--- src/design/slbs_pkg.sv ---
// Shared types, constants and helpers for the byte-stuffing link framer.
// Used by slbs_cfg, slbs_core and spi_link_byte_stuffing_fifos.
// No dependencies.
package slbs_pkg;

  // Ring sizes. TX_DEPTH must be even: the transmit ring is split into
  // two banks on the index LSB so that an escape pair is written at once.
  localparam int RX_DEPTH = 256;
  localparam int TX_DEPTH = 256;
  localparam int RX_AW = $clog2(RX_DEPTH);
  localparam int TX_AW = $clog2(TX_DEPTH);
  localparam int TX_BANK_DEPTH = TX_DEPTH / 2;
  localparam int TX_RW = TX_AW - 1;

  // Operation codes
  localparam logic [1:0] OP_HOST_SEND = 2'd0;
  localparam logic [1:0] OP_LINE_RECV = 2'd1;
  localparam logic [1:0] OP_HOST_READ = 2'd2;
  localparam logic [1:0] OP_LINE_TAKE = 2'd3;

  // Configuration register indexes
  localparam int CFG_IW = 3;
  localparam logic [CFG_IW-1:0] REG_ESCAPE    = 3'd0;
  localparam logic [CFG_IW-1:0] REG_IDLE      = 3'd1;
  localparam logic [CFG_IW-1:0] REG_XON       = 3'd2;
  localparam logic [CFG_IW-1:0] REG_XOFF      = 3'd3;
  localparam logic [CFG_IW-1:0] REG_READY     = 3'd4;
  localparam logic [CFG_IW-1:0] REG_DEAD_LOW  = 3'd5;
  localparam logic [CFG_IW-1:0] REG_DEAD_HIGH = 3'd6;

  // Reset values of the codes
  localparam logic [7:0] RST_ESCAPE    = 8'hFB;
  localparam logic [7:0] RST_IDLE      = 8'hF5;
  localparam logic [7:0] RST_XON       = 8'hFA;
  localparam logic [7:0] RST_XOFF      = 8'hFD;
  localparam logic [7:0] RST_READY     = 8'hF3;
  localparam logic [7:0] RST_DEAD_LOW  = 8'h00;
  localparam logic [7:0] RST_DEAD_HIGH = 8'hFF;

  localparam logic [7:0] FLIP_MASK = 8'h20;
  localparam logic [7:0] FILL_F1   = 8'hF1;
  localparam logic [7:0] FILL_F4   = 8'hF4;
  localparam logic [7:0] FILL_F7   = 8'hF7;

  typedef struct packed {
    logic [7:0] escape;
    logic [7:0] idle;
    logic [7:0] xon;
    logic [7:0] xoff;
    logic [7:0] ready;
    logic [7:0] dead_low;
    logic [7:0] dead_high;
  } codes_t;

  typedef struct packed {
    logic accepted;
    logic link_up;
    logic may_send;
    logic slow_start;
    logic rx_has_data;
    logic tx_has_data;
  } result_t;

  function automatic logic [RX_AW-1:0] rx_adv(input logic [RX_AW-1:0] idx);
    rx_adv = (idx == RX_AW'(RX_DEPTH - 1)) ? '0 : idx + 1'b1;
  endfunction

  function automatic logic [TX_AW-1:0] tx_adv(input logic [TX_AW-1:0] idx);
    tx_adv = (idx == TX_AW'(TX_DEPTH - 1)) ? '0 : idx + 1'b1;
  endfunction

endpackage

--- src/design/slbs_cfg.sv ---
// Configuration register file: the seven framing codes.
// Depends on slbs_pkg.
module slbs_cfg (
  input  logic                         clk,
  input  logic                         rst_n,
  input  logic                         cfg_we,
  input  logic [slbs_pkg::CFG_IW-1:0]  cfg_index,
  input  logic [7:0]                   cfg_wdata,
  output slbs_pkg::codes_t             codes
);

  slbs_pkg::codes_t codes_r;

  always_ff @(posedge clk) begin
    if (!rst_n) begin
      codes_r.escape    <= slbs_pkg::RST_ESCAPE;
      codes_r.idle      <= slbs_pkg::RST_IDLE;
      codes_r.xon       <= slbs_pkg::RST_XON;
      codes_r.xoff      <= slbs_pkg::RST_XOFF;
      codes_r.ready     <= slbs_pkg::RST_READY;
      codes_r.dead_low  <= slbs_pkg::RST_DEAD_LOW;
      codes_r.dead_high <= slbs_pkg::RST_DEAD_HIGH;
    end else if (cfg_we) begin
      case (cfg_index)
        slbs_pkg::REG_ESCAPE:    codes_r.escape    <= cfg_wdata;
        slbs_pkg::REG_IDLE:      codes_r.idle      <= cfg_wdata;
        slbs_pkg::REG_XON:       codes_r.xon       <= cfg_wdata;
        slbs_pkg::REG_XOFF:      codes_r.xoff      <= cfg_wdata;
        slbs_pkg::REG_READY:     codes_r.ready     <= cfg_wdata;
        slbs_pkg::REG_DEAD_LOW:  codes_r.dead_low  <= cfg_wdata;
        slbs_pkg::REG_DEAD_HIGH: codes_r.dead_high <= cfg_wdata;
        default: ;
      endcase
    end
  end

  assign codes = codes_r;

endmodule

--- config.mk ---
export PLATFORM = sky130hd
export DESIGN_NAME = slbs_cfg
export DESIGN_NICKNAME = d
export VERILOG_FILES = /design/src/design/slbs_pkg.sv /design/src/design/slbs_cfg.sv
export SDC_FILE = /design/constraint.sdc
export NUM_CORES = 1
export LEC_CHECK = 0
export ABC_AREA = 1
export BUFFER_PORTS_ARGS = -buffer_cell sky130_fd_sc_hd__buf_4
export CORE_MARGIN = 1.5
export CORE_UTILIZATION = 49
export DETAILED_ROUTE_END_ITERATION = 12
export PLACE_DENSITY = 0.81
export SLEW_MARGIN = 20
export SYNTH_ARGS = -nofsm -noshare
export SYNTH_HDL_FRONTEND = slang
export SYNTH_SLANG_ARGS = --single-unit
--- constraint.sdc ---
create_clock -name clk -period 1.2 [get_ports clk]
set_input_delay 0.24 -clock clk [delete_from_list [all_inputs] [get_ports clk]]
set_output_delay 0.24 -clock clk [all_outputs]
set_load 0.05 [all_outputs]
== Yosys cells after proc, flatten, opt, wreduce, memory -nomap -nowiden ==
Index checks and enable logic that the tools add are counted.
Word-level totals
  bits of input ports: 14
  flip-flop bits (word level): 56
  word-level logic and storage cells: 21
Operators by class
  reductions and logical operators: 8
  equality and inequality tests: 6
Operators with widths (number)
  AND reduction 2 bit: 7
  == test 3 bit (second input constant): 3
  == test 3 x 2 -> 1 bit (second input constant): 2
  == test 3 x 1 -> 1 bit (second input constant): 1
  zero test 3 bit: 1

== Logic depth before layout (Yosys ltp) ==
Gate-level depths: netlist of the first run.
  depth in word-level cells: 2
  gate-level depth with buffers: 6

== Worst setup path before layout of the first run ==
OpenSTA, ideal clock, no wires.
  kind: in2reg
  start: input port cfg_we
  end: register codes_r, in the netlist codes[48]
  stages on the path: 5
  setup slack: 0.245 ns
  arrival time: 0.825 ns
  required time: 1.070 ns
  setup time: 0.130 ns
  cell sequence: inv_1 > nor2_2 > nand2_1 > nand2_1 > nand3_1
Between the ends
  word-level cells in the longest chain between the ends: 1
RTL lines
  start: declaration: line slbs_cfg.sv:6  | input logic cfg_we,
  AND reduction 2 bit (no line)
  end: declaration: line slbs_cfg.sv:12  | slbs_pkg::codes_t codes_r;
Every way passes these cells.
A chain may end at the register's enable or synchronous reset.

== Final worst setup path of the first run ==
  start: register codes_r, in the netlist codes[5]
  end: output port codes[5] (netlist name)
RTL lines
  end: declaration: line slbs_cfg.sv:9  | output slbs_pkg::codes_t codes
No word-level cell between the ends.

==> metrics.csv, run 1 <==
stage,metric,value,unit
status,outcome,finished clean,
clocking,cts-root-buf,clkbuf_8,
place,dpl_cell_area,0.00273,sq mm
place,gp_congestion,0.814,
floorplan,core_area,0.00403,sq mm
critical_path,crit_path_max_fanout,2,
floorplan,chipWidth,67.8,um
final_layout,diodes,0,
synthesis,ys_seq_area_share,54.5,%
critical_path,path_cells,buf_4,
final_layout,utilization,70.7,%
route,drt_wl_total,5560,um
critical_path,slowest_delay,370,ps
floorplan,rows,23,
synthesis,yosysWarnings,0,
synthesis,netlist.area_leader.share,54.5,%
critical_path,endpoint_kind,primary output,
timing,fmaxAchievable,881,MHz
final_layout,stdcell_count,417,
clocking,clk_pin_slew_worst_paths,100,ps
floorplan,dieArea,0.00460,sq mm
synthesis,synth.cell_area,0.00206,sq mm
critical_path,critPathKind,flip-flop to primary output,
place,hpwl,3890,um
power_and_ir_drop,p_leak,1.46,nW
power_and_ir_drop,p_per_area,1370,mW/mm^2
synthesis,ys_top_cells_by_area,"dfxtp_1 (55%), nand2_1 (20%), nand3_1 (14%), nor2_1 (7.7%), inv_1 (2.6%)",
route,drc,0,
floorplan,start_util,51.1,%
floorplan,die_h,67.8,um
final_layout,area_delta_synth_final,38.4,%
route,vias_per_cell,4.94,
clocking,postCtsHoldBufs,0,
grt,grt_pass1_vias,1861,
critical_path,cp_top_family,flip-flops,
clocking,htree_levels,2,
synthesis,ys.flop_type,dfxtp_1,
critical_path,worst-path-buf-inv,1,
grt,grt_usage,25.7,%
grt,grt_pass1_wl,8600,um
timing,fin_crit_sh,94.5,%
timing,rsz0062_at_grt,false,
timing,tightestPinTransition,278,ps
clocking,cts_setup_buffers,0,
timing,clock_skew,0,ps
clocking,cts_sinks,56,
route,avgRoutedWirePerCell,13.3,um
timing,fin_crit,1130,ps
synthesis,synth_cells,285,
synthesis,yosys-top-cells-count,"nand2_1 (108), dfxtp_1 (56), nand3_1 (56)",
synthesis,synth-async-reset-ratio,0,%
final_layout,fill_cells,350,
route,first_pass_iters,4,
grt,grt_antenna_before_repair,0,
route,drt_iter0_drc,141,
clocking,cts_buffers,5,
timing,relSlewSlack,81.5,%
place,dpl.cell_count,409,
power_and_ir_drop,p_total,3.91,mW
final_layout,drive_gt1_share,24.8,%
final_layout,register_area,0.00112,sq mm
synthesis,synth_top_area_cell,dfxtp_1,
grt,grt_max_degree,23,
clocking,insertion_delay,320,ps
synthesis,ys_types,9,
route,ant_nets,0,
clocking,tritoncts,yes,
timing,final_hold_viol_count,0,
floorplan,pin_count,70,
hold_path,hp-class,input pin to flip-flop,
final_layout,nets,380,
timing,slew_viol_final,0,
critical_path,arrival,890,ps
place,io_buffers,69,
route,num_vias,2059,
critical_path,crit_slowest_cell,dfxtp_1,
timing,setup_viol_count_final,0,
power_and_ir_drop,max-vdd-ir-drop,0.863,mV
final_layout,largest_reg_flops,56,
synthesis,synth_edf_count,0,
synthesis,synth_area_per_cell,7.22,sq um
grt,grt-ovfl-total,0,
clocking,cts_buffer_depth,2,
synthesis,yosysMostFrequentCell,nand2_1,
synthesis,ys_seq_elements,56,
synthesis,synth_nets,299,
final_layout,final_cell_area,0.00285,sq mm
clocking,ctsResizeCount,0,
final_layout,multi_input_area,850,sq um
critical_path,cp.required,960,ps
critical_path,startpoint_type,flip-flop,
flow_run,maxCapViolations,0,
timing,tns,0,ps
## cell families after synthesis
logic type | count (synthesis) | share of synthesized area, %
AND/OR/NAND/NOR | 207 | 41.3
flip-flops | 56 | 54.5
buffers and inverters | 22 | 4.20
## power breakdown
group	switching (mW)	internal [mW]
clock	0.615	0.683
combinational	0.447	0.201
sequential	0.0368	1.92
## per-stage QoR
step | hold WS (ps) | setup slack (ps)
2_1_floorplan | 353 | 245
3_3_place_gp | 441 | 55.4
3_5_place_dp | 449 | -16.3
4_1_cts | 179 | 63.3
5_1_grt | 181 | 34.3
6_report | 179 | 65.5
## final cells by class
cell class	count	area share (%)
multi-input combinational	207	29.8
timing repair buffer	82	22.5
sequential	56	39.4
clock buffer	6	2.90
clock inverter	2	1.36
tap	50	2.20
inverter	14	1.85
## cells in the final DEF (no fill, tap or decap)
cell	Yosys	final
nand3_1	56	56
nand2_1	108	108
buf_12	0	2
nor2_1	42	42
clkinv_4	0	1
bufinv_16	0	1
buf_4	0	80
clkbuf_8	0	6
nor2_2	1	1
dfxtp_1	56	56
inv_1	14	14
## path summary, 6_finish.rpt
path                             endpoint    startpoint  depth (start not counted)  slack (ps)
worst max-delay path             codes[5]      codes[5]                          1          70
worst min-delay path            codes[42]  cfg_wdata[2]                          3         180
worst max register to register  codes[41]     codes[41]                          2         590
worst min register to register  codes[29]     codes[29]                          2         470
## per-layer routing
| metal | routed length, um | up-vias | GRT usage, % | share of wire (%) |
|---|---|---|---|---|
| li1 | - | 1058 | - | - |
| met1 | 2240 | 917 | 30.2 | 40 |
| met2 | 2790 | 71 | 44.6 | 50 |
| met3 | 404 | 13 | 5.00 | 7.3 |
| met4 | 120 | 0 | 12.3 | 2.2 |
| met5 | 0 | - | 0 | 0 |
Power figures use the tool's default switching activity.
==> inputs of run 2 (changes only) <==
--- a/config.mk
+++ b/config.mk
@@ -8,9 +8,9 @@
 export ABC_AREA = 1
 export BUFFER_PORTS_ARGS = -buffer_cell sky130_fd_sc_hd__buf_4
 export CORE_MARGIN = 1.5
-export CORE_UTILIZATION = 49
+export CORE_UTILIZATION = 39
 export DETAILED_ROUTE_END_ITERATION = 12
-export PLACE_DENSITY = 0.81
+export PLACE_DENSITY = 0.68
 export SLEW_MARGIN = 20
 export SYNTH_ARGS = -nofsm -noshare
 export SYNTH_HDL_FRONTEND = slang
==> run 2 against run 1 <==
Compared with the run above: critical path depth stayed put; largest cell class unchanged; clock-buffer cell count stayed put; cell count is 4.3% higher; clock power is 6% lower; non-clock buffer count is 2 lower.
==> metrics.csv, run 2 (synthesis results as in run 1) <==
stage,metric,value,unit
power_and_ir_drop,max-vdd-ir-drop,0.746,mV
critical_path,regToRegSetupSlack,590,ps
final_layout,nets,378,
place,io_buffers,69,
critical_path,path_cells,buf_4,
final_layout,layout_commonest_cell,nand2_1,
critical_path,arrival,910,ps
timing,fin_crit,1150,ps
power_and_ir_drop,p_leak,1.44,nW
place,hpwl,3880,um
hold_path,worstHoldStart,cfg_wdata[2],
status,outcome,finished clean,
route,first_pass_iters,4,
critical_path,crit_path_max_fanout,2,
critical_path,cp.required,960,ps
timing,setup_slack,53.0,ps
clocking,cts_buffers,5,
grt,grt_usage,19.6,%
route,drt_wl_total,5580,um
timing,relSlewSlack,64.4,%
clocking,insertion_delay,300,ps
critical_path,r2r-end,codes[17],
critical_path,r2r-start,codes[17],
final_layout,stdcell_count,435,
final_layout,diodes,0,
flow_run,maxCapViolations,0,
floorplan,rows,26,
critical_path,slowest_delay,380,ps
route,drt_iter0_drc,115,
floorplan,die_h,75.6,um
timing,rsz0062_at_grt,false,
timing,slew_viol_final,0,
critical_path,cp_top_family,flip-flops,
place,gp_congestion,0.873,
clocking,cts_sinks,56,
critical_path,crit_slowest_cell,dfxtp_1,
timing,clock_skew,0,ps
floorplan,core_area,0.00511,sq mm
clocking,htree_levels,2,
route,vias_per_cell,4.74,
power_and_ir_drop,p_total,3.82,mW
hold_path,hp-class,input pin to flip-flop,
floorplan,chipWidth,75.6,um
route,num_vias,2063,
place,dpl.cell_count,427,
clocking,tritoncts,yes,
place,place_ws,-27.9,ps
route,ant_nets,0,
hold_path,whs_endpoint,codes[42],
critical_path,critPathKind,flip-flop to primary output,
grt,grt_pass1_vias,1803,
grt,grt_antenna_before_repair,0,
critical_path,reg2reg_depth,2,
floorplan,dieArea,0.00572,sq mm
clocking,cts_setup_buffers,0,
final_layout,area_delta_synth_final,37.7,%
critical_path,endpoint_kind,primary output,
timing,tightestPinTransition,532,ps
hold_path,hold_depth,3,
clocking,cts-root-buf,clkbuf_8,
grt,grt_max_degree,57,
critical_path,startpoint_type,flip-flop,
timing,final_hold_viol_count,0,
clocking,postCtsHoldBufs,0,
critical_path,worst-path-buf-inv,1,
timing,fin_crit_sh,95.6,%
power_and_ir_drop,p_per_area,1350,mW/mm^2
clocking,ctsResizeCount,0,
route,avgRoutedWirePerCell,12.8,um
final_layout,layout_common_cells,"nand2_1 (108), buf_4 (79), nand3_1 (56), dfxtp_1 (56), nor2_1 (42)",
clocking,clk_pin_slew_worst_paths,100,ps
clocking,cts_buffer_depth,2,
timing,fmaxAchievable,872,MHz
grt,grt-ovfl-total,0,
floorplan,start_util,40.3,%
floorplan,pin_count,70,
final_layout,largest_reg_flops,56,
final_layout,utilization,55.4,%
final_layout,drive_gt1_share,24.1,%
timing,setup_viol_count_final,0,
grt,grt_pass1_wl,8380,um
route,drc,0,
[run 2: worst max path at each step]
stage,start,endpoint,slack [ps],depth (start not counted)
floorplan,cfg_we,codes[48],240,5
global placement,cfg_index[0],codes[6],-7,6
detailed placement,cfg_index[1],codes[15],-30,6
CTS,codes[17],codes[17],60,1
global route,codes[17],codes[17],30,1
finish,codes[17],codes[17],50,1
[run 2: metrics by stage]
step	setup TNS (ps)	hold WS [ps]	cell area, sq um
after detailed placement	-181	450	2720
after floorplan	0	353	2060
after CTS	0	174	2830
after global placement	-7.18	443	2720
after global routing	0	171	2830
final	0	171	2830
[run 2: area by class of cell]
cell class	instances	area [sq um]
fillers	502	2280
flip-flops and latches	56	1120
multi-input cells	207	850
repair buffers	80	613
well taps	70	87.6
clock buffers	6	72.6
inverters	14	52.6
clock inverters	2	35.0
[run 2: layer usage]
layer | part of all wire, % | GRT usage (%) | up-vias | wire length, um
met3 | 5.5 | 3.44 | 9 | 304
met1 | 48 | 26.9 | 942 | 2680
li1 | - | - | 1051 | -
met2 | 45 | 31.2 | 61 | 2520
met5 | 0 | 0 | - | 0
met4 | 1.3 | 6.94 | 0 | 74
[run 2: where the power goes]
group / switching (mW) / internal (mW)
combinational: 0.446 / 0.193
sequential: 0.0365 / 1.92
clock: 0.602 / 0.620
[run 2: worst min-delay path: stages]
cell,delay [ps]
buf_4,110
nand2_1,50
nand3_1,50
