$ cat src/design/slbs_pkg.sv
// Shared types, constants and helpers for the byte-stuffing link framer.
// Used by slbs_cfg, slbs_core and spi_link_byte_stuffing_fifos.
// No dependencies.
package slbs_pkg;

  // Ring sizes. TX_DEPTH must be even: the transmit ring is split into
  // two banks on the index LSB so that an escape pair is written at once.
  localparam int RX_DEPTH = 256;
  localparam int TX_DEPTH = 256;
  localparam int RX_AW = $clog2(RX_DEPTH);
  localparam int TX_AW = $clog2(TX_DEPTH);
  localparam int TX_BANK_DEPTH = TX_DEPTH / 2;
  localparam int TX_RW = TX_AW - 1;

  // Operation codes
  localparam logic [1:0] OP_HOST_SEND = 2'd0;
  localparam logic [1:0] OP_LINE_RECV = 2'd1;
  localparam logic [1:0] OP_HOST_READ = 2'd2;
  localparam logic [1:0] OP_LINE_TAKE = 2'd3;

  // Configuration register indexes
  localparam int CFG_IW = 3;
  localparam logic [CFG_IW-1:0] REG_ESCAPE    = 3'd0;
  localparam logic [CFG_IW-1:0] REG_IDLE      = 3'd1;
  localparam logic [CFG_IW-1:0] REG_XON       = 3'd2;
  localparam logic [CFG_IW-1:0] REG_XOFF      = 3'd3;
  localparam logic [CFG_IW-1:0] REG_READY     = 3'd4;
  localparam logic [CFG_IW-1:0] REG_DEAD_LOW  = 3'd5;
  localparam logic [CFG_IW-1:0] REG_DEAD_HIGH = 3'd6;

  // Reset values of the codes
  localparam logic [7:0] RST_ESCAPE    = 8'hFB;
  localparam logic [7:0] RST_IDLE      = 8'hF5;
  localparam logic [7:0] RST_XON       = 8'hFA;
  localparam logic [7:0] RST_XOFF      = 8'hFD;
  localparam logic [7:0] RST_READY     = 8'hF3;
  localparam logic [7:0] RST_DEAD_LOW  = 8'h00;
  localparam logic [7:0] RST_DEAD_HIGH = 8'hFF;

  localparam logic [7:0] FLIP_MASK = 8'h20;
  localparam logic [7:0] FILL_F1   = 8'hF1;
  localparam logic [7:0] FILL_F4   = 8'hF4;
  localparam logic [7:0] FILL_F7   = 8'hF7;

  typedef struct packed {
    logic [7:0] escape;
    logic [7:0] idle;
    logic [7:0] xon;
    logic [7:0] xoff;
    logic [7:0] ready;
    logic [7:0] dead_low;
    logic [7:0] dead_high;
  } codes_t;

  typedef struct packed {
    logic accepted;
    logic link_up;
    logic may_send;
    logic slow_start;
    logic rx_has_data;
    logic tx_has_data;
  } result_t;

  function automatic logic [RX_AW-1:0] rx_adv(input logic [RX_AW-1:0] idx);
    rx_adv = (idx == RX_AW'(RX_DEPTH - 1)) ? '0 : idx + 1'b1;
  endfunction

  function automatic logic [TX_AW-1:0] tx_adv(input logic [TX_AW-1:0] idx);
    tx_adv = (idx == TX_AW'(TX_DEPTH - 1)) ? '0 : idx + 1'b1;
  endfunction

endpackage

$ cat src/design/slbs_ram.sv
// Generic single-write, single-read RAM with registered read data.
// No package dependencies.
module slbs_ram #(
  parameter int DEPTH = 256,
  parameter int WIDTH = 8
) (
  input  logic                     clk,
  input  logic                     we,
  input  logic [$clog2(DEPTH)-1:0] waddr,
  input  logic [WIDTH-1:0]         wdata,
  input  logic                     re,
  input  logic [$clog2(DEPTH)-1:0] raddr,
  output logic [WIDTH-1:0]         rdata
);

  logic [WIDTH-1:0] mem [DEPTH];
  logic [WIDTH-1:0] rdata_r;

  always_ff @(posedge clk) begin
    if (we) begin
      mem[waddr] <= wdata;
    end
    if (re) begin
      rdata_r <= mem[raddr];
    end
  end

  assign rdata = rdata_r;

endmodule

$ cat src/design/slbs_core.sv
// Framer datapath: ring pointers, link flags, escape/decode logic and ring RAMs.
// Depends on slbs_pkg and slbs_ram.
module slbs_core (
  input  logic                 clk,
  input  logic                 rst_n,
  input  logic                 step,
  input  logic [1:0]           op,
  input  logic [7:0]           data,
  input  slbs_pkg::codes_t     codes,
  output slbs_pkg::result_t    res,
  output logic [7:0]           pop_byte
);

  localparam logic [1:0] SRC_NONE = 2'd0;
  localparam logic [1:0] SRC_RX   = 2'd1;
  localparam logic [1:0] SRC_TX0  = 2'd2;
  localparam logic [1:0] SRC_TX1  = 2'd3;

  localparam int RA = slbs_pkg::RX_AW;
  localparam int TA = slbs_pkg::TX_AW;
  localparam int TR = slbs_pkg::TX_RW;

  logic [RA-1:0] rx_head_r, rx_head_nxt, rx_tail_r, rx_tail_nxt;
  logic [TA-1:0] tx_head_r, tx_head_nxt, tx_tail_r, tx_tail_nxt;
  logic          esc_r, esc_nxt, link_r, link_nxt, allow_r, allow_nxt;
  logic          slow_r, slow_nxt;
  logic [1:0]    src_r, src_nxt;

  logic [TA-1:0] tx_first, tx_second;
  logic          special, store, ok;
  logic [7:0]    store_byte;
  logic          rx_we, tx_single, tx_pair, pop_rx, pop_tx;
  logic          bank_we [2];
  logic [TR-1:0] bank_waddr [2];
  logic [7:0]    bank_wdata [2];
  logic [7:0]    bank_rdata [2];
  logic [7:0]    rx_rdata;

  assign tx_first  = slbs_pkg::tx_adv(tx_head_r);
  assign tx_second = slbs_pkg::tx_adv(tx_first);

  assign special = (data == codes.idle) || (data == codes.escape) ||
                   (data == codes.xon) || (data == codes.xoff) ||
                   (data == codes.dead_low) || (data == codes.dead_high) ||
                   (data == codes.ready);

  always_comb begin
    rx_head_nxt = rx_head_r;
    rx_tail_nxt = rx_tail_r;
    tx_head_nxt = tx_head_r;
    tx_tail_nxt = tx_tail_r;
    esc_nxt     = esc_r;
    link_nxt    = link_r;
    allow_nxt   = allow_r;
    slow_nxt    = slow_r;
    store       = 1'b0;
    store_byte  = data;
    ok          = 1'b0;
    rx_we       = 1'b0;
    tx_single   = 1'b0;
    tx_pair     = 1'b0;
    pop_rx      = 1'b0;
    pop_tx      = 1'b0;
    case (op)
      slbs_pkg::OP_HOST_SEND: begin
        if (special) begin
          if (tx_first != tx_tail_r && tx_second != tx_tail_r) begin
            tx_pair     = 1'b1;
            tx_head_nxt = tx_second;
            ok          = 1'b1;
          end
        end else if (tx_first != tx_tail_r) begin
          tx_single   = 1'b1;
          tx_head_nxt = tx_first;
          ok          = 1'b1;
        end
      end
      slbs_pkg::OP_LINE_RECV: begin
        if (esc_r) begin
          esc_nxt    = 1'b0;
          store      = 1'b1;
          store_byte = data ^ slbs_pkg::FLIP_MASK;
        end else if (data == codes.dead_low || data == codes.dead_high) begin
          link_nxt = 1'b0;
        end else begin
          link_nxt = 1'b1;
          if (data == codes.escape) begin
            esc_nxt = 1'b1;
          end else if (data == codes.idle || data == slbs_pkg::FILL_F1 ||
                       data == slbs_pkg::FILL_F4 || data == slbs_pkg::FILL_F7) begin
            // drop filler
          end else if (data == codes.xon) begin
            allow_nxt = 1'b1;
          end else if (data == codes.xoff) begin
            allow_nxt = 1'b0;
          end else begin
            store = 1'b1;
          end
        end
        if (store) begin
          slow_nxt = 1'b0;
          if (slbs_pkg::rx_adv(rx_head_r) != rx_tail_r) begin
            rx_we       = 1'b1;
            rx_head_nxt = slbs_pkg::rx_adv(rx_head_r);
            ok          = 1'b1;
          end
        end
      end
      slbs_pkg::OP_HOST_READ: begin
        if (rx_head_r != rx_tail_r) begin
          pop_rx      = 1'b1;
          rx_tail_nxt = slbs_pkg::rx_adv(rx_tail_r);
          ok          = 1'b1;
        end
      end
      slbs_pkg::OP_LINE_TAKE: begin
        if (allow_r && tx_head_r != tx_tail_r) begin
          pop_tx      = 1'b1;
          tx_tail_nxt = slbs_pkg::tx_adv(tx_tail_r);
          ok          = 1'b1;
        end
      end
      default: ;
    endcase

    if (pop_rx) begin
      src_nxt = SRC_RX;
    end else if (pop_tx) begin
      src_nxt = tx_tail_r[0] ? SRC_TX1 : SRC_TX0;
    end else begin
      src_nxt = SRC_NONE;
    end
  end

  // Bank b holds even (b=0) or odd (b=1) transmit slots; an escape pair
  // always spans both banks.
  always_comb begin
    for (int b = 0; b < 2; b++) begin
      if (tx_head_r[0] == b[0]) begin
        bank_we[b]    = step && (tx_single || tx_pair);
        bank_waddr[b] = tx_head_r[TA-1:1];
        bank_wdata[b] = tx_pair ? codes.escape : data;
      end else begin
        bank_we[b]    = step && tx_pair;
        bank_waddr[b] = tx_first[TA-1:1];
        bank_wdata[b] = data ^ slbs_pkg::FLIP_MASK;
      end
    end
  end

  slbs_ram #(.DEPTH(slbs_pkg::RX_DEPTH), .WIDTH(8)) u_rx_ram (
    .clk   (clk),
    .we    (step && rx_we),
    .waddr (rx_head_r),
    .wdata (store_byte),
    .re    (step && pop_rx),
    .raddr (rx_tail_r),
    .rdata (rx_rdata)
  );

  for (genvar g = 0; g < 2; g++) begin : g_tx_bank
    slbs_ram #(.DEPTH(slbs_pkg::TX_BANK_DEPTH), .WIDTH(8)) u_tx_ram (
      .clk   (clk),
      .we    (bank_we[g]),
      .waddr (bank_waddr[g]),
      .wdata (bank_wdata[g]),
      .re    (step && pop_tx && (tx_tail_r[0] == 1'(g))),
      .raddr (tx_tail_r[TA-1:1]),
      .rdata (bank_rdata[g])
    );
  end

  always_ff @(posedge clk) begin
    if (!rst_n) begin
      rx_head_r <= '0;
      rx_tail_r <= '0;
      tx_head_r <= '0;
      tx_tail_r <= '0;
      esc_r     <= 1'b0;
      link_r    <= 1'b0;
      allow_r   <= 1'b1;
      slow_r    <= 1'b1;
      src_r     <= SRC_NONE;
    end else if (step) begin
      rx_head_r <= rx_head_nxt;
      rx_tail_r <= rx_tail_nxt;
      tx_head_r <= tx_head_nxt;
      tx_tail_r <= tx_tail_nxt;
      esc_r     <= esc_nxt;
      link_r    <= link_nxt;
      allow_r   <= allow_nxt;
      slow_r    <= slow_nxt;
      src_r     <= src_nxt;
    end
  end

  always_comb begin
    case (src_r)
      SRC_RX:  pop_byte = rx_rdata;
      SRC_TX0: pop_byte = bank_rdata[0];
      SRC_TX1: pop_byte = bank_rdata[1];
      default: pop_byte = 8'h00;
    endcase
  end

  assign res.accepted    = ok;
  assign res.link_up     = link_nxt;
  assign res.may_send    = allow_nxt;
  assign res.slow_start  = slow_nxt;
  assign res.rx_has_data = (rx_head_nxt != rx_tail_nxt);
  assign res.tx_has_data = (tx_head_nxt != tx_tail_nxt);

endmodule
$ cat config.mk
export PLATFORM = sky130hd
export DESIGN_NAME = slbs_core
export DESIGN_NICKNAME = d
export VERILOG_FILES = /design/src/design/slbs_pkg.sv /design/src/design/slbs_ram.sv /design/src/design/slbs_core.sv
export SDC_FILE = /design/constraint.sdc
export NUM_CORES = 2
export LEC_CHECK = 0
export BUFFER_PORTS_ARGS = -buffer_cell sky130_fd_sc_hd__buf_2
export CORE_MARGIN = 2
export CORE_UTILIZATION = 55
export CTS_CLUSTER_DIAMETER = 60
export DETAILED_ROUTE_END_ITERATION = 7
export PLACE_DENSITY = 0.78
export SYNTH_ARGS = -nofsm -noshare
export SYNTH_HDL_FRONTEND = slang
export SYNTH_SLANG_ARGS = --single-unit
$ cat constraint.sdc
create_clock -name clk -period 12.75 [get_ports clk]
set_input_delay 0.6375 -clock clk [delete_from_list [all_inputs] [get_ports clk]]
set_output_delay 0.6375 -clock clk [all_outputs]
set_load 0.02 [all_outputs]
=== Word-level counts from Yosys, hierarchy flattened ===
Memory sizes are Yosys's and may differ from the RTL's. A register that Yosys moved wholly into a read port is not among the register bits.
Index checks and enable logic that the tools add are counted.

* Input bits: 69
* Latch bits: 0
* Logic and storage cells: 141
* Bits in writable memories: 4096
* Memories: 3
* Bits in read-only memories: 0
* Flip-flop bits (word level): 38
* Output and inout port bits: 14

* Div/mod/pow operators: 0
* Reductions and logical operators: 22
* $add $sub $neg: 5
* Order comparisons: 0
* Shifts and indexed selects: 0
* Mux-type cells: 72
* Multipliers: 0
* Equality and inequality tests: 28
* Bitwise logic cells: 2

{| class="wikitable"
|+ Memory list
! name !! depth !! width !! read ports !! clocked after Yosys merged registers in !! write ports !! line !! text
|-
| u_rx_ram.mem || 256 || 8 || 1 || 1 || 1 || slbs_ram.sv:16 || <nowiki>logic [WIDTH-1:0] mem [DEPTH];</nowiki>
|-
| g_tx_bank[0].u_tx_ram.mem || 128 || 8 || 1 || 1 || 1 || slbs_ram.sv:16 ||
|-
| g_tx_bank[1].u_tx_ram.mem || 128 || 8 || 1 || 1 || 1 || slbs_ram.sv:16 ||
|}

{| class="wikitable"
|+ Operators by type and width
! operator !! count
|-
| two-way mux 8 bit || 19
|-
| == test 8 bit, second input constant || 8
|-
| == test 8 bit || 7
|-
| inequality test 8 bit || 7
|-
| two-way mux 1 bit || 45
|-
| adder 8 x 1 -> 8 bit, second input constant || 5
|-
| one-hot mux 8 bit (3 select lines) || 1
|-
| two-way mux 7 bit || 2
|-
| two-way mux 6 bit || 2
|-
| logical OR 1 bit || 11
|-
| logical AND 1 bit || 9
|-
| == test 2 bit, second input constant || 4
|-
| == test 2 x 1 -> 1 bit, second input constant || 2
|-
| two-way mux 2 bit || 2
|-
| one-hot mux 1 bit (4 select lines) || 1
|-
| zero test 2 bit || 1
|-
| NOT 1 bit || 2
|-
| AND reduction 2 bit || 1
|}

=== Longest topological paths before layout ===
* Depth in word-level cells: 14
* Mapped depth: 17
* Gate-level depth less buffers: 13

=== Cells and area by module ===
From an unflattened synthesis, not the netlist that was laid out.

* Cell total of the unflattened synthesis: 7738
* Area, all modules: 164465.2 sq um

{| class="wikitable"
|+ Modules (own cells, without submodules)
! module !! sequential area each (sq um) !! instances !! area an instance (sq um) !! cells an instance
|-
| slbs_ram at u_rx_ram || 61739.2 || 1 || 79636.4 || 3733
|-
| slbs_ram at g_tx_bank[0].u_tx_ram ... || 30989.7 || 2 || 39745.6 || 1635
|-
| slbs_core || 760.7 || 1 || 5337.6 || 735
|}

=== Least setup slack after synthesis ===
No wires, ideal clock.

* Path type: input port to flip-flop
* Start: in op[1]
* End: mem u_rx_ram.mem[0][5], data pin
* Setup time: 1.526 ns
* Stages: 3
* Arrival: 7.511 ns
* Path buffers: 0
* Setup slack: 3.713 ns
* Required time: 11.224 ns
* Path through: nand2b_1 -> nor2_1 -> xor2_1

* Word-level cells in the longest chain between the ends: 2

{| class="wikitable"
|+ RTL lines
! what !! line !! text
|-
| start: declaration || slbs_core.sv:7 || <nowiki>input logic [1:0] op,</nowiki>
|-
| == test 2 x 1 -> 1 bit || slbs_core.sv:64 || <nowiki>case (op)</nowiki>
|-
| two-way mux 6 bit || slbs_core.sv:64 ||
|-
| named net store_byte[5] || slbs_core.sv:31 || <nowiki>logic [7:0] store_byte;</nowiki>
|-
| end: declaration || slbs_ram.sv:16 ||
|}

The timed path passes the listed nets, and every way through them passes these cells.

==> impl_metrics.py <==
metrics = {
    "floorplan": {
        "row_count": 200,
        "start_util_pct": 55.2,
        "fp.dieH_um": 550,
        "coreArea_mm2": 0.297,
        "die_w_um": 550,
        "die-area_mm2": 0.302,
        "num_io_pins": 83,
    },
    "setup_path": {
        "r2r_slack_ns": 6.10,
        "r2r-start": "tx_head_r[0]$_SDFFE_PN0P_",
        "path_common_cell": "o22ai_1",
        "cp.arrival_ns": 6.49,
        "critical_path_required_ns": 12.11,
        "reg2reg_depth": 12,
        "reg2reg_to": "g_tx_bank[0].u_tx_ram.mem[78][3]$_DFFE_PP_",
        "cp_top_family": "compound AO/OA/AOI/OAI gates",
        "cp.buffers_inverters": 2,
        "critPathLaunchType": "flip-flop",
        "crit_type": "flip-flop to primary output",
        "endpoint": "res[0]",
        "critPathMaxStageDelay_ns": 0.80,
        "path_max_fanout": 22,
        "worst_setup_path_end_kind": "primary output",
        "crit_path_cell_trace": "buf_4 > ha_1 > a21boi_0 > o221a_1 > o22ai_1 > or2_2 > o41ai_1 > or2_1 > a31oi_1 > o22ai_1 > o31a_1 > and4_1 > o2111ai_1 > buf_2",
        "slowest_stage": "dfxtp_1",
        "cp-startpoint": "tx_head_r[0]$_SDFFE_PN0P_",
        "crit_cells": 14,
    },
    "timing": {
        "slew_headroom_pct": 12.3,
        "grt_setup_unrepaired": "no",
        "finalSetupTns_ns": 0,
        "tightest_slew_ns": 1.31,
        "fmaxAchievable_mhz": 140,
        "timing.final.max_slew_violations": 0,
        "clock_skew_ns": 0.0609,
        "min_period_over_period_pct": 55.9,
        "hold_viol": 0,
        "fin_crit_ns": 7.12,
        "post-route-worst-setup-slack_ns": 5.63,
        "setup_viol": 0,
    },
    "power": {
        "internal_power_mw": 22.1,
        "peakVddDrop_mv": 0.157,
        "leakage_nw": 53.5,
        "p_switching_mw": 5.88,
        "combPwrFrac_pct": 3.4,
        "power.density_mw_per_mm2": 154,
        "switching_share_pct": 21.0,
        "p_clk_share_pct": 42.8,
        "power_frac_seq_pct": 53.8,
    },
    "synth": {
        "yosys.area.top_type": "edfxtp_1",
        "synthTopCellsByArea": "edfxtp_1, mux4_2, nor2_1",
        "synth_top_family_by_area": "multiplexers",
        "ys_seq_area_share_pct": 75.9,
        "syn_nets": 7370,
        "synth_mux_area_share_pct": 18.8,
        "synth-edff-count": 4120,
        "synth.distinct_cells": 87,
        "ys_seq_elements": 4158,
        "syn_area_mm2": 0.164,
        "ys.warnings.count": 0,
        "synth_cells": 7293,
        "synth_top_area_share_pct": 75.5,
        "synth_adder_area_share_pct": 0.0611,
        "async_reset_ff_share_pct": 0,
        "synth_compound_area_share_pct": 0.772,
        "synth-simple-area-share_pct": 2.62,
        "avgSynthCellArea_um2": 22.5,
        "ys.flop_type": "edfxtp_1",
        "synth_xor_area_share_pct": 0.677,
    },
    "global_routing": {
        "gr-usage-met3_pct": 5.60,
        "grt_pass1_vias": 82327,
        "met1_usage_pct": 37.2,
        "grt-ovfl-total": 0,
        "grt_pass1_wl_um": 611000,
        "grt_max_degree": 220,
        "grt_use_total_pct": 28.2,
        "grt-busiest-layer": "met2",
        "antenna_found_initial": 13,
        "use_met2_pct": 46.0,
    },
    "place": {
        "port_buffers": 82,
        "dp_cells": 10998,
        "gp_congestion": 0.920,
        "pre_cts_ws_ns": 6.19,
        "placed_cell_area_mm2": 0.169,
        "place_hpwl_um": 228000,
    },
    "clocking": {
        "cts_hold_buffers": 0,
        "post_cts_resized": 0,
        "cts.path.max_buffers": 4,
        "htree_levels": 5,
        "postCtsSetupBuffers": 0,
        "cts_tree": "built",
        "numCtsBuffers": 389,
        "cts-root-buf": "clkbuf_16",
        "cts_sinks": 4158,
        "clk_pin_slew_worst_paths_ns": 0.07,
        "clk_latency_ns": 0.94,
    },
    "drt": {
        "drt-total-wl_um": 425000,
        "dr.first_iter.drc_count": 12443,
        "ant_nets": 0,
        "wl_per_cell_um": 36.3,
        "drc_errors": 0,
        "vias": 81070,
        "drt_first_pass_iters": 8,
        "vias_per_cell": 6.92,
    },
    "run": {
        "maxCapViolCount": 0,
    },
    "run_status": {
        "status": "finished clean",
    },
    "finish": {
        "final_cells": 11721,
        "design_area_mm2": 0.182,
        "fillerInstances": 18717,
        "num-nets-final": 7527,
        "final_util_pct": 61.2,
        "syn_to_final_growth_pct": 10.8,
        "drive_above_1_share_pct": 28.7,
    },
    "min_path": {
        "hold_class": "input pin to flip-flop",
    },
}
## synth_stat cells, drive strengths merged, types with 15 or more instances
cell    number
nor2b       15
xnor2       54
mux4      1351
o21ai       38
clkbuf     270
or3         18
nand4       22
nor3        20
a21oi       39
nand3       56
nand2      171
nor2       597
inv         20
dfxtp       38
xor2        68
mux2        27
buf        162
edfxtp    4120
## through the flow
stage	total power, mW	hold slack (ns)
final	28.0	0.0931
after global routing	28.5	0.0723
after CTS	28.0	0.0760
after detailed placement	16.3	0.430
after floorplan	15.9	0.415
after global placement	16.2	0.426
## area by class of cell
| type | instances | area [µm²] | share of cell area, % |
|---|---|---|---|
| repair buffers | 198 | 1450 | 0.799 |
| diodes | 6 | 15.0 | 0.00826 |
| clock inverters | 263 | 2860 | 1.57 |
| clock buffers | 454 | 10100 | 5.54 |
| inverters | 21 | 78.8 | 0.0434 |
| flip-flops and latches | 4158 | 125000 | 68.5 |
| multi-input cells | 2682 | 37800 | 20.8 |
| well taps | 3939 | 4930 | 2.71 |
## layout by cell type (no fill, tap or decap), types with 14 or more instances in the layout
master and count:
edfxtp_1 4120, mux4_2 1351, nor2_1 596, clkbuf_16 392, nand2_1 159, buf_4 108
clkinv_2 77, buf_2 75, clkinv_1 74, xor2_1 66, clkbuf_1 60, xnor2_1 54
bufinv_16 53, nand3_1 50, a21oi_1 39, o21ai_0 32, clkinvlp_4 28, dfxtp_1 26
nand4_1 21, inv_1 19, or3_1 18, nor2b_1 15, mux2_4 14, inv_6 14
## flip-flops by register name, indices dropped and copies added, names as in the netlist
name	count
allow_r	1
esc_r	1
g_tx_bank.u_tx_ram.mem	2048
g_tx_bank.u_tx_ram.rdata	16
link_r	1
rx_head_r	8
rx_tail_r	8
slow_r	1
src_r	2
tx_head_r	8
tx_tail_r	8
u_rx_ram.mem	2048
u_rx_ram.rdata	8
## routing by layer
layer | wire length (µm) | share of wire, %
met1 | 145000 | 34
met2 | 212000 | 50
met3 | 44800 | 11
met4 | 23300 | 5.5
met5 | 132 | 0.031
## cells by family after synthesis
family | after synthesis
flops | 4158
mux | 1391
simple gates | 979
buf+inv | 453
compound gates | 181
xor+xnor | 123
fa+ha+maj | 8
## how the worst min path moves through the flow
stage                              from                             end  slack (ns)  depth (start not counted)
floorplan           slow_r$_SDFFE_PN1P_             slow_r$_SDFFE_PN1P_        0.41                          2
global placement    slow_r$_SDFFE_PN1P_             slow_r$_SDFFE_PN1P_        0.43                          2
detailed placement  slow_r$_SDFFE_PN1P_             slow_r$_SDFFE_PN1P_        0.43                          2
CTS                             data[2]  u_rx_ram.mem[188][2]$_DFFE_PP_        0.08                          1
global route                    data[2]  u_rx_ram.mem[188][2]$_DFFE_PP_        0.07                          1
finish                          data[2]  u_rx_ram.mem[188][2]$_DFFE_PP_        0.09                          1
## worst register-to-register path, cell delays in order, from the launching register on
cell and delay (ns):
dfxtp_1 0.80, buf_4 0.40, ha_1 0.80, a21boi_0 0.22, o221a_1 0.29, o22ai_1 0.50
or2_2 0.26, o41ai_1 0.10, nor2_1 0.40, nor3_4 0.15, nor3_2 0.53, nand3_2 0.81
nor2_1 0.97
## power groups by stage
| stage | sequential [mW] | clock [mW] | combinational (mW) |
|---|---|---|---|
| 2_1_floorplan | 15.4 | 0 | 0.511 |
| 3_3_place_gp | 15.4 | 0 | 0.882 |
| 3_5_place_dp | 15.4 | 0 | 0.906 |
| 4_1_cts | 15.1 | 12.0 | 0.926 |
| 5_1_grt | 15.1 | 12.5 | 0.970 |
| 6_report | 15.1 | 12.0 | 0.938 |
(Power assumes the default switching activity.)
